### config.mk
export PLATFORM = sky130hd
export DESIGN_NAME = track_rms_quality_check_unit
export DESIGN_NICKNAME = d
export VERILOG_FILES = /design/src/design/trqc_pkg.sv /design/src/design/trqc_regs.sv /design/src/design/trqc_datapath.sv /design/src/design/trqc_ctrl.sv /design/src/design/track_rms_quality_check_unit.sv
export SDC_FILE = /design/constraint.sdc
export NUM_CORES = 2
export LEC_CHECK = 0
export ABC_CLOCK_PERIOD_IN_PS = 5700
export BUFFER_PORTS_ARGS = -buffer_cell sky130_fd_sc_hd__clkbuf_2
export CAP_MARGIN = 25
export CORE_MARGIN = 2
export CORE_UTILIZATION = 57
export DETAILED_ROUTE_END_ITERATION = 8
export PLACE_DENSITY = 0.76
export SYNTH_ARGS = -nofsm -noshare
export SYNTH_HDL_FRONTEND = slang
export SYNTH_HIERARCHICAL = 1
export SYNTH_SLANG_ARGS = --single-unit
### constraint.sdc
create_clock -name clk -period 5.7 [get_ports clk]
set_input_delay 0.285 -clock clk [delete_from_list [all_inputs] [get_ports clk]]
set_output_delay 0.285 -clock clk [all_outputs]
set_load 0.1 [all_outputs]
### src/design/trqc_pkg.sv
// Shared types, constants and helpers of the track rms quality check.
package trqc_pkg;

	localparam int ResidW = 20;
	localparam int LatW = 14;
	localparam int CntW = 13;
	localparam int SumW = 51;
	localparam int SqW = 40;
	localparam int RootW = 26;
	localparam int MaxTrackLen = 4096;
	localparam logic [CntW-1:0] CountCap =
		CntW'((MaxTrackLen < 8191) ? MaxTrackLen : 8191);

	localparam logic [1:0] VERDICT_PASS = 2'd0;
	localparam logic [1:0] VERDICT_FEW = 2'd1;
	localparam logic [1:0] VERDICT_LIMIT = 2'd2;

	localparam logic [2:0] REG_WIN_LOW = 3'd0;
	localparam logic [2:0] REG_WIN_HIGH = 3'd1;
	localparam logic [2:0] REG_LIM_X = 3'd2;
	localparam logic [2:0] REG_LIM_Y = 3'd3;
	localparam logic [2:0] REG_LIM_Z = 3'd4;
	localparam logic [2:0] REG_LIM_F = 3'd5;
	localparam logic [2:0] REG_MIN_CNT = 3'd6;

	typedef struct packed {
		logic [CntW-1:0] window_low;
		logic [CntW-1:0] window_high;
		logic [ResidW-1:0] limit_x;
		logic [ResidW-1:0] limit_y;
		logic [ResidW-1:0] limit_z;
		logic [ResidW-1:0] limit_f;
		logic [CntW-1:0] min_scalar_count;
	} cfg_t;

	typedef struct packed {
		logic accum;
		logic load;
		logic div_step;
		logic sqrt_step;
		logic next_comp;
		logic clear;
	} cmd_t;

	typedef struct packed {
		logic last_done;
		logic [1:0] comp;
	} sts_t;

	function automatic logic [ResidW-1:0] magnitude(input logic [ResidW-1:0] v);
		return v[ResidW-1] ? ResidW'(-v) : v;
	endfunction

endpackage

### src/design/trqc_regs.sv
// Configuration register file with an APB-style access port.
module trqc_regs (
	input  logic clk,
	input  logic arst_n,
	input  logic psel,
	input  logic penable,
	input  logic pwrite,
	input  logic [4:0] paddr,
	input  logic [31:0] pwdata,
	output logic [31:0] prdata,
	output logic pready,
	output trqc_pkg::cfg_t cfg
);
	import trqc_pkg::*;

	cfg_t cfg_q;
	logic [2:0] idx;

	assign idx = paddr[4:2];
	assign pready = 1'b1;
	assign cfg = cfg_q;

	always_ff @(posedge clk or negedge arst_n) begin
		if (!arst_n) begin
			cfg_q.window_low <= '0;
			cfg_q.window_high <= CntW'(3520);
			cfg_q.limit_x <= '0;
			cfg_q.limit_y <= '0;
			cfg_q.limit_z <= '0;
			cfg_q.limit_f <= '0;
			cfg_q.min_scalar_count <= CntW'(10);
		end else if (psel && penable && pwrite && paddr[1:0] == 2'b00) begin
			case (idx)
				REG_WIN_LOW: cfg_q.window_low <= pwdata[CntW-1:0];
				REG_WIN_HIGH: cfg_q.window_high <= pwdata[CntW-1:0];
				REG_LIM_X: cfg_q.limit_x <= pwdata[ResidW-1:0];
				REG_LIM_Y: cfg_q.limit_y <= pwdata[ResidW-1:0];
				REG_LIM_Z: cfg_q.limit_z <= pwdata[ResidW-1:0];
				REG_LIM_F: cfg_q.limit_f <= pwdata[ResidW-1:0];
				REG_MIN_CNT: cfg_q.min_scalar_count <= pwdata[CntW-1:0];
				default: ;
			endcase
		end
	end

	always_comb begin
		case (idx)
			REG_WIN_LOW: prdata = 32'(cfg_q.window_low);
			REG_WIN_HIGH: prdata = 32'(cfg_q.window_high);
			REG_LIM_X: prdata = 32'(cfg_q.limit_x);
			REG_LIM_Y: prdata = 32'(cfg_q.limit_y);
			REG_LIM_Z: prdata = 32'(cfg_q.limit_z);
			REG_LIM_F: prdata = 32'(cfg_q.limit_f);
			REG_MIN_CNT: prdata = 32'(cfg_q.min_scalar_count);
			default: prdata = '0;
		endcase
	end
endmodule

### src/design/trqc_datapath.sv
// Accumulators, shared restoring divider and square root, and result register.
module trqc_datapath (
	input  logic clk,
	input  logic arst_n,
	input  trqc_pkg::cfg_t cfg,
	input  trqc_pkg::cmd_t cmd,
	output trqc_pkg::sts_t sts,
	input  logic [100:0] in_data,
	output logic [111:0] res_data
);
	import trqc_pkg::*;

	logic [ResidW-1:0] rx, ry, rz, rf;
	logic [LatW-1:0] lat;
	logic bad, vec, last;
	logic [LatW-1:0] abs_lat;
	logic keep;
	logic [SqW-1:0] sqx_s1, sqy_s1, sqz_s1, sqf_s1;
	logic addv_s1, adds_s1, last_s1;
	logic [SumW-1:0] sumx_q, sumy_q, sumz_q, sumf_q;
	logic [CntW-1:0] cntv_q, cnts_q;
	logic [CntW-1:0] cntv_nx, cnts_nx;
	logic [SumW-1:0] rem_q, quo_q;
	logic [SumW:0] rem_sh;
	logic [2*RootW-1:0] val_q;
	logic [RootW-1:0] root_q;
	logic [RootW+1:0] sq_rem_q, sq_trial, sq_shift;
	logic [1:0] comp_q;
	logic [ResidW-1:0] rms_q [4];
	logic [CntW-1:0] div_cnt;
	logic [1:0] verdict;
	logic over;

	assign rx = in_data[19:0];
	assign ry = in_data[39:20];
	assign rz = in_data[59:40];
	assign rf = in_data[79:60];
	assign lat = in_data[93:80];
	assign bad = in_data[94];
	assign vec = in_data[95];
	assign last = in_data[96];
	assign abs_lat = lat[LatW-1] ? LatW'(-lat) : lat;
	assign keep = !bad && (abs_lat >= LatW'(cfg.window_low))
		&& (abs_lat <= LatW'(cfg.window_high));
	assign cntv_nx = cntv_q + CntW'(addv_s1);
	assign cnts_nx = cnts_q + CntW'(adds_s1);

	always_ff @(posedge clk or negedge arst_n) begin
		if (!arst_n) begin
			addv_s1 <= 1'b0;
			adds_s1 <= 1'b0;
			last_s1 <= 1'b0;
			sumx_q <= '0;
			sumy_q <= '0;
			sumz_q <= '0;
			sumf_q <= '0;
			cntv_q <= '0;
			cnts_q <= '0;
			comp_q <= '0;
		end else begin
			addv_s1 <= cmd.accum && keep && vec && cntv_nx < CountCap
				&& !(addv_s1 && cntv_nx == CountCap);
			adds_s1 <= cmd.accum && keep && cnts_nx < CountCap;
			last_s1 <= cmd.accum && last;
			if (cmd.clear) begin
				sumx_q <= '0;
				sumy_q <= '0;
				sumz_q <= '0;
				sumf_q <= '0;
				cntv_q <= '0;
				cnts_q <= '0;
				comp_q <= '0;
			end else begin
				if (addv_s1) begin
					sumx_q <= sumx_q + SumW'(sqx_s1);
					sumy_q <= sumy_q + SumW'(sqy_s1);
					sumz_q <= sumz_q + SumW'(sqz_s1);
				end
				if (adds_s1)
					sumf_q <= sumf_q + SumW'(sqf_s1);
				cntv_q <= cntv_nx;
				cnts_q <= cnts_nx;
				if (cmd.next_comp)
					comp_q <= comp_q + 2'd1;
			end
		end
	end

	// Capacity check above looks at the count after the stage-one add lands.
	always_ff @(posedge clk) begin
		sqx_s1 <= magnitude(rx) * magnitude(rx);
		sqy_s1 <= magnitude(ry) * magnitude(ry);
		sqz_s1 <= magnitude(rz) * magnitude(rz);
		sqf_s1 <= magnitude(rf) * magnitude(rf);
	end

	assign div_cnt = (comp_q == 2'd3) ? cnts_q : cntv_q;
	assign rem_sh = {rem_q, quo_q[SumW-1]};
	assign sq_shift = {sq_rem_q[RootW-1:0], val_q[2*RootW-1 -: 2]};
	assign sq_trial = sq_shift - {root_q, 2'b01};

	always_ff @(posedge clk) begin
		if (cmd.load) begin
			rem_q <= '0;
			case (comp_q)
				2'd0: quo_q <= sumx_q;
				2'd1: quo_q <= sumy_q;
				2'd2: quo_q <= sumz_q;
				default: quo_q <= sumf_q;
			endcase
			root_q <= '0;
			sq_rem_q <= '0;
		end else if (cmd.div_step) begin
			if (rem_sh >= (SumW+1)'(div_cnt)) begin
				rem_q <= SumW'(rem_sh - (SumW+1)'(div_cnt));
				quo_q <= {quo_q[SumW-2:0], 1'b1};
				val_q <= (2*RootW)'({quo_q[SumW-2:0], 1'b1});
			end else begin
				rem_q <= rem_sh[SumW-1:0];
				quo_q <= {quo_q[SumW-2:0], 1'b0};
				val_q <= (2*RootW)'({quo_q[SumW-2:0], 1'b0});
			end
		end else if (cmd.sqrt_step) begin
			if (!sq_trial[RootW+1]) begin
				sq_rem_q <= sq_trial;
				root_q <= {root_q[RootW-2:0], 1'b1};
			end else begin
				sq_rem_q <= sq_shift;
				root_q <= {root_q[RootW-2:0], 1'b0};
			end
			val_q <= {val_q[2*RootW-3:0], 2'b00};
		end
		if (cmd.next_comp)
			rms_q[comp_q] <= (div_cnt == '0) ? '0 : root_q[ResidW-1:0];
	end

	// The divider's final step writes the full quotient into val_q; the
	// quotient fits 2*RootW bits since squares are below 2^40 each.
	always_comb begin
		over = (cfg.limit_x != '0 && rms_q[0] > cfg.limit_x)
			|| (cfg.limit_y != '0 && rms_q[1] > cfg.limit_y)
			|| (cfg.limit_z != '0 && rms_q[2] > cfg.limit_z)
			|| (cfg.limit_f != '0 && rms_q[3] > cfg.limit_f);
		if (cfg.limit_f != '0 && cnts_q < cfg.min_scalar_count)
			verdict = VERDICT_FEW;
		else if (over)
			verdict = VERDICT_LIMIT;
		else
			verdict = VERDICT_PASS;
	end

	assign sts.last_done = last_s1;
	assign sts.comp = comp_q;
	assign res_data = {4'd0, verdict, cntv_q, cnts_q,
		rms_q[3], rms_q[2], rms_q[1], rms_q[0]};
endmodule

### src/design/trqc_ctrl.sv
// Controller sequencing accumulation, division, square root and output.
module trqc_ctrl (
	input  logic clk,
	input  logic arst_n,
	input  logic in_valid,
	input  logic in_last,
	output logic in_ready,
	output logic out_valid,
	input  logic out_ready,
	input  trqc_pkg::sts_t sts,
	output trqc_pkg::cmd_t cmd
);
	import trqc_pkg::*;

	typedef enum logic [6:0] {
		ST_ACC = 7'b0000001,
		ST_WAIT = 7'b0000010,
		ST_LOAD = 7'b0000100,
		ST_DIV = 7'b0001000,
		ST_SQRT = 7'b0010000,
		ST_STORE = 7'b0100000,
		ST_OUT = 7'b1000000
	} state_t;

	state_t state_q;
	logic [5:0] step_q;

	assign in_ready = (state_q == ST_ACC);
	assign out_valid = (state_q == ST_OUT);

	always_comb begin
		cmd = '0;
		cmd.accum = in_valid && in_ready;
		cmd.load = (state_q == ST_LOAD);
		cmd.div_step = (state_q == ST_DIV);
		cmd.sqrt_step = (state_q == ST_SQRT);
		cmd.next_comp = (state_q == ST_STORE);
		cmd.clear = (state_q == ST_OUT) && out_ready;
	end

	always_ff @(posedge clk or negedge arst_n) begin
		if (!arst_n) begin
			state_q <= ST_ACC;
			step_q <= '0;
		end else begin
			case (state_q)
				ST_ACC: if (in_valid && in_last) state_q <= ST_WAIT;
				ST_WAIT: if (sts.last_done) state_q <= ST_LOAD;
				ST_LOAD: begin
					step_q <= '0;
					state_q <= ST_DIV;
				end
				ST_DIV: begin
					if (step_q == 6'(SumW-1)) begin
						step_q <= '0;
						state_q <= ST_SQRT;
					end else begin
						step_q <= step_q + 6'd1;
					end
				end
				ST_SQRT: begin
					step_q <= step_q + 6'd1;
					if (step_q == 6'(RootW-1)) state_q <= ST_STORE;
				end
				ST_STORE: state_q <= (sts.comp == 2'd3) ? ST_OUT : ST_LOAD;
				ST_OUT: if (out_ready) state_q <= ST_ACC;
				default: state_q <= ST_ACC;
			endcase
		end
	end
endmodule

### src/design/track_rms_quality_check_unit.sv
// Top level of the track rms quality check.
// Samples enter on the s_axis channel one beat per cycle. Each kept sample's
// squared residuals are summed into exact 51-bit accumulators. A beat with
// tlast ends the track: input stalls while four rms values are formed one
// after the other by a shared restoring divider (one quotient bit a cycle)
// and a restoring square root (one root bit a cycle). Each component goes
// through a load, the divide steps, the root steps and a store, and the
// result appears on m_axis after the fourth store. The result then sits on
// m_axis until taken; the receiver may stall as long as it likes, the
// accumulators clear when the beat is accepted and input resumes in the next
// cycle. Reset clears accumulators and counts and loads register defaults.
// The user must write registers over the APB port only while idle; unenforced.
module track_rms_quality_check_unit (
	input  logic clk,
	input  logic arst_n,
	input  logic s_axis_tvalid,
	output logic s_axis_tready,
	// resid_x, resid_y, resid_z, resid_f, latitude
	input  logic [95:0] s_axis_tdata,
	// bad_sample, has_vector
	input  logic [1:0] s_axis_tuser,
	input  logic s_axis_tlast,
	output logic m_axis_tvalid,
	input  logic m_axis_tready,
	// rms_x, rms_y, rms_z, rms_f, scalar_count, vector_count, verdict
	output logic [111:0] m_axis_tdata,
	input  logic psel,
	input  logic penable,
	input  logic pwrite,
	input  logic [4:0] paddr,
	input  logic [31:0] pwdata,
	output logic [31:0] prdata,
	output logic pready
);
	import trqc_pkg::*;

	cfg_t cfg;
	cmd_t cmd;
	sts_t sts;

	trqc_regs u_regs (.clk, .arst_n, .psel, .penable, .pwrite, .paddr, .pwdata,
		.prdata, .pready, .cfg);

	trqc_ctrl u_ctrl (.clk, .arst_n, .in_valid(s_axis_tvalid), .in_last(s_axis_tlast),
		.in_ready(s_axis_tready), .out_valid(m_axis_tvalid),
		.out_ready(m_axis_tready), .sts, .cmd);

	trqc_datapath u_dp (.clk, .arst_n, .cfg, .cmd, .sts,
		.in_data({4'd0, s_axis_tlast, s_axis_tuser, s_axis_tdata[93:0]}),
		.res_data(m_axis_tdata));
endmodule

Yosys cells after proc, flatten, opt, wreduce, memory -nomap -nowiden
Memory sizes are Yosys's and may differ from the RTL's. Index checks and enable logic that the tools add are counted.

Add/subtract/negate cells: 15. Multipliers: 4. Order comparisons: 10. Equal/unequal tests: 24. Mux-type cells: 43. Bitwise gates (word level): 2. Reduce and logical (&&, ||, !) cells: 49.

Operator list (number): 2-to-1 mux 51 bit (11); adder 51 x 40 -> 51 bit (4); multiplier 20 x 20 -> 40 bit (4); one-hot mux 51 bit (3 select lines) (1); one-hot mux 20 bit (7 select lines) (1); 2-to-1 mux 52 bit (2); 2-to-1 mux 20 bit (5); > comparator 20 bit (4); negator 20 bit (4); nonzero test 20 bit (4); >= comparator 52 x 13 -> 1 bit (1); subtractor 51 x 13 -> 51 bit (1); one-hot mux 7 bit (7 select lines) (1); 2-to-1 mux 7 bit (6); 2-to-1 mux 13 bit (3); subtractor 28 bit (1); adder 13 x 1 -> 13 bit (2); less-than comparator 13 bit (second input constant) (2); 2-to-1 mux 26 bit (1); logical AND 1 bit (20); one-hot mux 6 bit (3 select lines) (1); AND reduction 2 bit (9); >= comparator 14 x 13 -> 1 bit (1); less-or-equal comparator 14 x 13 -> 1 bit (1); 34 further kinds (57).

Register bits after elaboration: 733. Memory bits (writable): 80. Input bits: 143. Output and inout port bits: 147. Word-level logic and storage cells: 176. Memories kept: 1.

Memories: u_dp.rms_q (depth 4, width 20, rd ports 4, clocked after memory_dff 0, write ports 1, line trqc_datapath.sv:29) `logic [ResidW-1:0] rms_q [4];`.

Logic depth before layout (Yosys ltp)
Depth after elaboration: 9. Gate-level depth with buffers: 37. Gate-level depth less buffers: 33.

Hierarchy
Netlist, hierarchy kept.

Modules (own cells, without submodules): trqc_datapath (times used 1, cells each 9285, area each 85478.2 um2, seq. area each 16560.9 um2); trqc_regs (times used 1, cells each 414, area each 5612.9 um2, seq. area each 2986.6 um2); trqc_ctrl (times used 1, cells each 88, area each 788.3 um2, seq. area each 326.6 um2); track_rms_quality_check_unit (times used 1, cells each 1, area each 3.8 um2, seq. area each 0.0 um2).

Worst setup path after synthesis
No wires, ideal clock.

Path kind: input to register. Start: in s_axis_tdata[60]. End: reg u_dp.sqf_s1[38]. Arrival time: 8466 ps. Data required time: 5582 ps. Path slack: -2884 ps. Stages: 35. Buffers on the path: 3. Path through: clkbuf_1 -> inv_1 -> clkbuf_1 -> ha_1 -> nand2_1 -> or3_1 -> o21ai_0 -> xor2_1 -> inv_1 -> clkbuf_1 -> nand2_1 -> inv_1 -> fa_1 -> fa_1 -> inv_1 -> fa_1 -> inv_1 -> fa_1 -> fa_1 -> fa_1 -> inv_1 -> fa_1 -> inv_1 -> ha_1 -> nand3_1 -> nor4_1 -> nand3_1 -> nand2_1 -> o22ai_1 -> o31ai_1 -> a221o_1 -> a21oi_1 -> o21ai_0 -> a21oi_1 -> xnor2_1.

Cells in the longest elaborated chain, start to end: 3.

Ends and longest elaborated chain: from (decl) (line track_rms_quality_check_unit.sv:19) `input logic [95:0] s_axis_tdata,`; negator 20 bit (line trqc_pkg.sv:51) `return v[ResidW-1] ? ResidW'(-v) : v;`; 2-to-1 mux 20 bit (*) (line trqc_pkg.sv:51); multiplier 20 x 20 -> 40 bit (*) (line trqc_datapath.sv:94) `sqf_s1 <= magnitude(rf) * magnitude(rf);`; to (signal assigned) (line trqc_datapath.sv:94); to (decl) (line trqc_datapath.sv:18) `logic [SqW-1:0] sqx_s1, sqy_s1, sqz_s1, sqf_s1;`.

Mark *: on every way between the ends. The rest lies on a longest branch, timed or not. A chain may end at the register's enable or synchronous reset.

Final worst setup path
Start: in s_axis_tdata[26]. End: reg u_dp.sqy_s1[36].

Cells in the longest elaborated chain, start to end: 3.

Ends and longest elaborated chain: negator 20 bit (line trqc_pkg.sv:51); 2-to-1 mux 20 bit (*) (line trqc_pkg.sv:51); multiplier 20 x 20 -> 40 bit (*) (line trqc_datapath.sv:92) `sqy_s1 <= magnitude(ry) * magnitude(ry);`; to (signal assigned) (line trqc_datapath.sv:92); to (decl) (line trqc_datapath.sv:18).

Marks and branches as above.

==> out/metrics.cfg <==
[sta]
relSlewSlack_pct = 29.9
fin_crit_sh_pct = 132
min_period_ns = 7.50
fmax_mhz = 133
rsz0062_at_grt = yes
setup_viol = 112
layout_setup_ws_ns = -1.80
skew_ns = 0.0275
drv_slew = 0
worstMarginPinSlew_ns = 1.05
final_hold_viol_count = 0
hold_slack_ns = 0.0451

[critical_path]
crit_fanout = 5
crit_type = in -> reg
required_ns = 6.28
endpoint_kind = flip-flop
slowest_stage = or4_4
cpPeakStageDelay_ns = 0.56
startpoint_type = primary input
path_common_cell = fa_1
critical_path_arrival_ns = 8.08

[yosys]
ys_warn_count = 6
netlist_area_mm2 = 0.0919
synthCells = 9787
syn_avg_cell_area_um2 = 9.39

[final_layout]
drive_gt1_share_pct = 26.7
area_growth_syn_to_layout_pct = 25.6
fin_nets = 13600

[run_status]
violations = setup timing
status = complete, but fails checks

[routing]
viasPerCell = 5.72
route.detailed.drc = 0
firstDrtPassIters = 7
drt_iter0_drc = 6604
wl_per_cell_um = 20.0
detail-route-antenna-nets = 0
num_vias = 78000
wl_mm = 272

[floorplan]
core_mm2 = 0.160
start_util_pct = 57.3
io_pins = 290
die_w_um = 405
rows = 147
die_area_mm2 = 0.164
die_y_um = 405

[clock_network]
cts_buffers = 90
path_clk_slew_ns = 0.06
cts_tree = yes
root_buffer = clkbuf_16
clkSinkCount = 809
clk_latency_ns = 0.67
cts_max_level = 3
cts_buffer_depth = 3

[global_routing]
grt_pass1_vias = 81600
track_usage_pct = 32.3
grt_max_degree = 165
overflow = 0
antenna_found_initial = 6
grt_pass1_wl_mm = 425

[job]
max_cap_viol_count = 0

[placed_design]
hpwlAfterDp_mm = 209
gp_congestion = 1.00
port_buffers = 258
dp_slack_ns = -2.54

[hold_path]
hp-class = in -> reg

==> critical path, delay by kind of cell <==
family | cells | cell delay [ns]
AO/OA/AOI/OAI | 9 | 1.99
AND/OR/NAND/NOR | 6 | 1.37
buffers and inverters | 7 | 0.66
adder cells (fa/ha/maj) | 8 | 3.46
XOR/XNOR | 2 | 0.31
==> metal layers <==
metal  wire length (um)  up-vias  track usage [%]
met5                 44        -                0
met4              15200        6             14.8
met3              18000      858             3.77
met2             134000     3109             55.5
met1             105000    38600             40.9
li1                   -    35400                -
==> stage by stage <==
step | instance area [um2] | TNS [ns] | instances | utilization, %
after global placement | 107000 | -202.74 | 13200 | 66.5
after CTS | 113000 | -108.78 | 13500 | 70.3
after global routing | 115000 | -149.07 | 13600 | 71.9
after detailed placement | 107000 | -217.35 | 13200 | 66.5
final | 115000 | -126.65 | 13600 | 71.9
after floorplan | 94800 | -154.60 | 9864 | -
==> final timing paths <==
path,end,depth (start not counted),slack [ns],from
worst max-delay path,u_dp/sqy_s1[36],32,-1.80,s_axis_tdata[26]
worst min-delay path,u_dp/sqx_s1[0],2,0.05,s_axis_tdata[0]
worst max register to register,u_dp/rem_q[42],16,1.03,u_dp/comp_q[0]
worst min register to register,u_dp/root_q[2],2,0.47,u_dp/root_q[1]
max in group asynchronous,u_dp/addv_s1,3,3.89,arst_n
min in group asynchronous,u_dp/sumz_q[10],2,0.21,arst_n
==> cells in the final DEF, fill, tap and decap left out, drive strengths merged, types with 34 or more instances in the layout <==
master,count
inv,1686
buf,1509
fa,1123
ha,917
nand2,839
nor2,816
a21oi,439
clkbuf,380
dfrtp,359
xnor2,331
a21o,284
o21ai,284
dfxtp,259
mux2,239
edfxtp,183
xor2,181
mux2i,170
nand3,115
a211oi,113
nand4,84
conb,81
nand2b,76
nor2b,74
nor3,74
o21a,61
and3,55
a31oi,54
a222oi,51
or3,48
o31ai,45
nor4,43
o21bai,41
clkinv,34
==> sequential cells by signal, indices dropped and copies added (netlist names), 51 cells and up <==
register	cells
u_regs/cfg	119
u_dp/rms_q	80
u_dp/val_q	52
u_dp/quo_q	51
u_dp/rem_q	51
u_dp/sumf_q	51
u_dp/sumx_q	51
u_dp/sumy_q	51
u_dp/sumz_q	51
==> layout make-up <==
cell class	count	area, um2
clock buffer	129	2720
multi-input combinational	7018	69500
timing repair buffer	1782	13700
fill	11000	45000
antenna	3	7.51
clock inverter	41	378
tap	2160	2700
sequential	809	19900
inverter	1686	6400
==> timing repair <==
| item | in CTS | in global routing |
|---|---|---|
| endpoints found under the setup margin | 117 | 124 |
| endpoints found under the hold margin | 165 | 0 |
| hold buffers | 22 | 0 |
| buffers inserted | 132 | 132 |
| cloned | 0 | 0 |
| pin swaps | 342 | 393 |
| gates resized for setup | 407 | 413 |
Power is left out: the tool's default activity adds up to more than one toggle a clock period on the data nets, which glitch-free logic cannot reach.
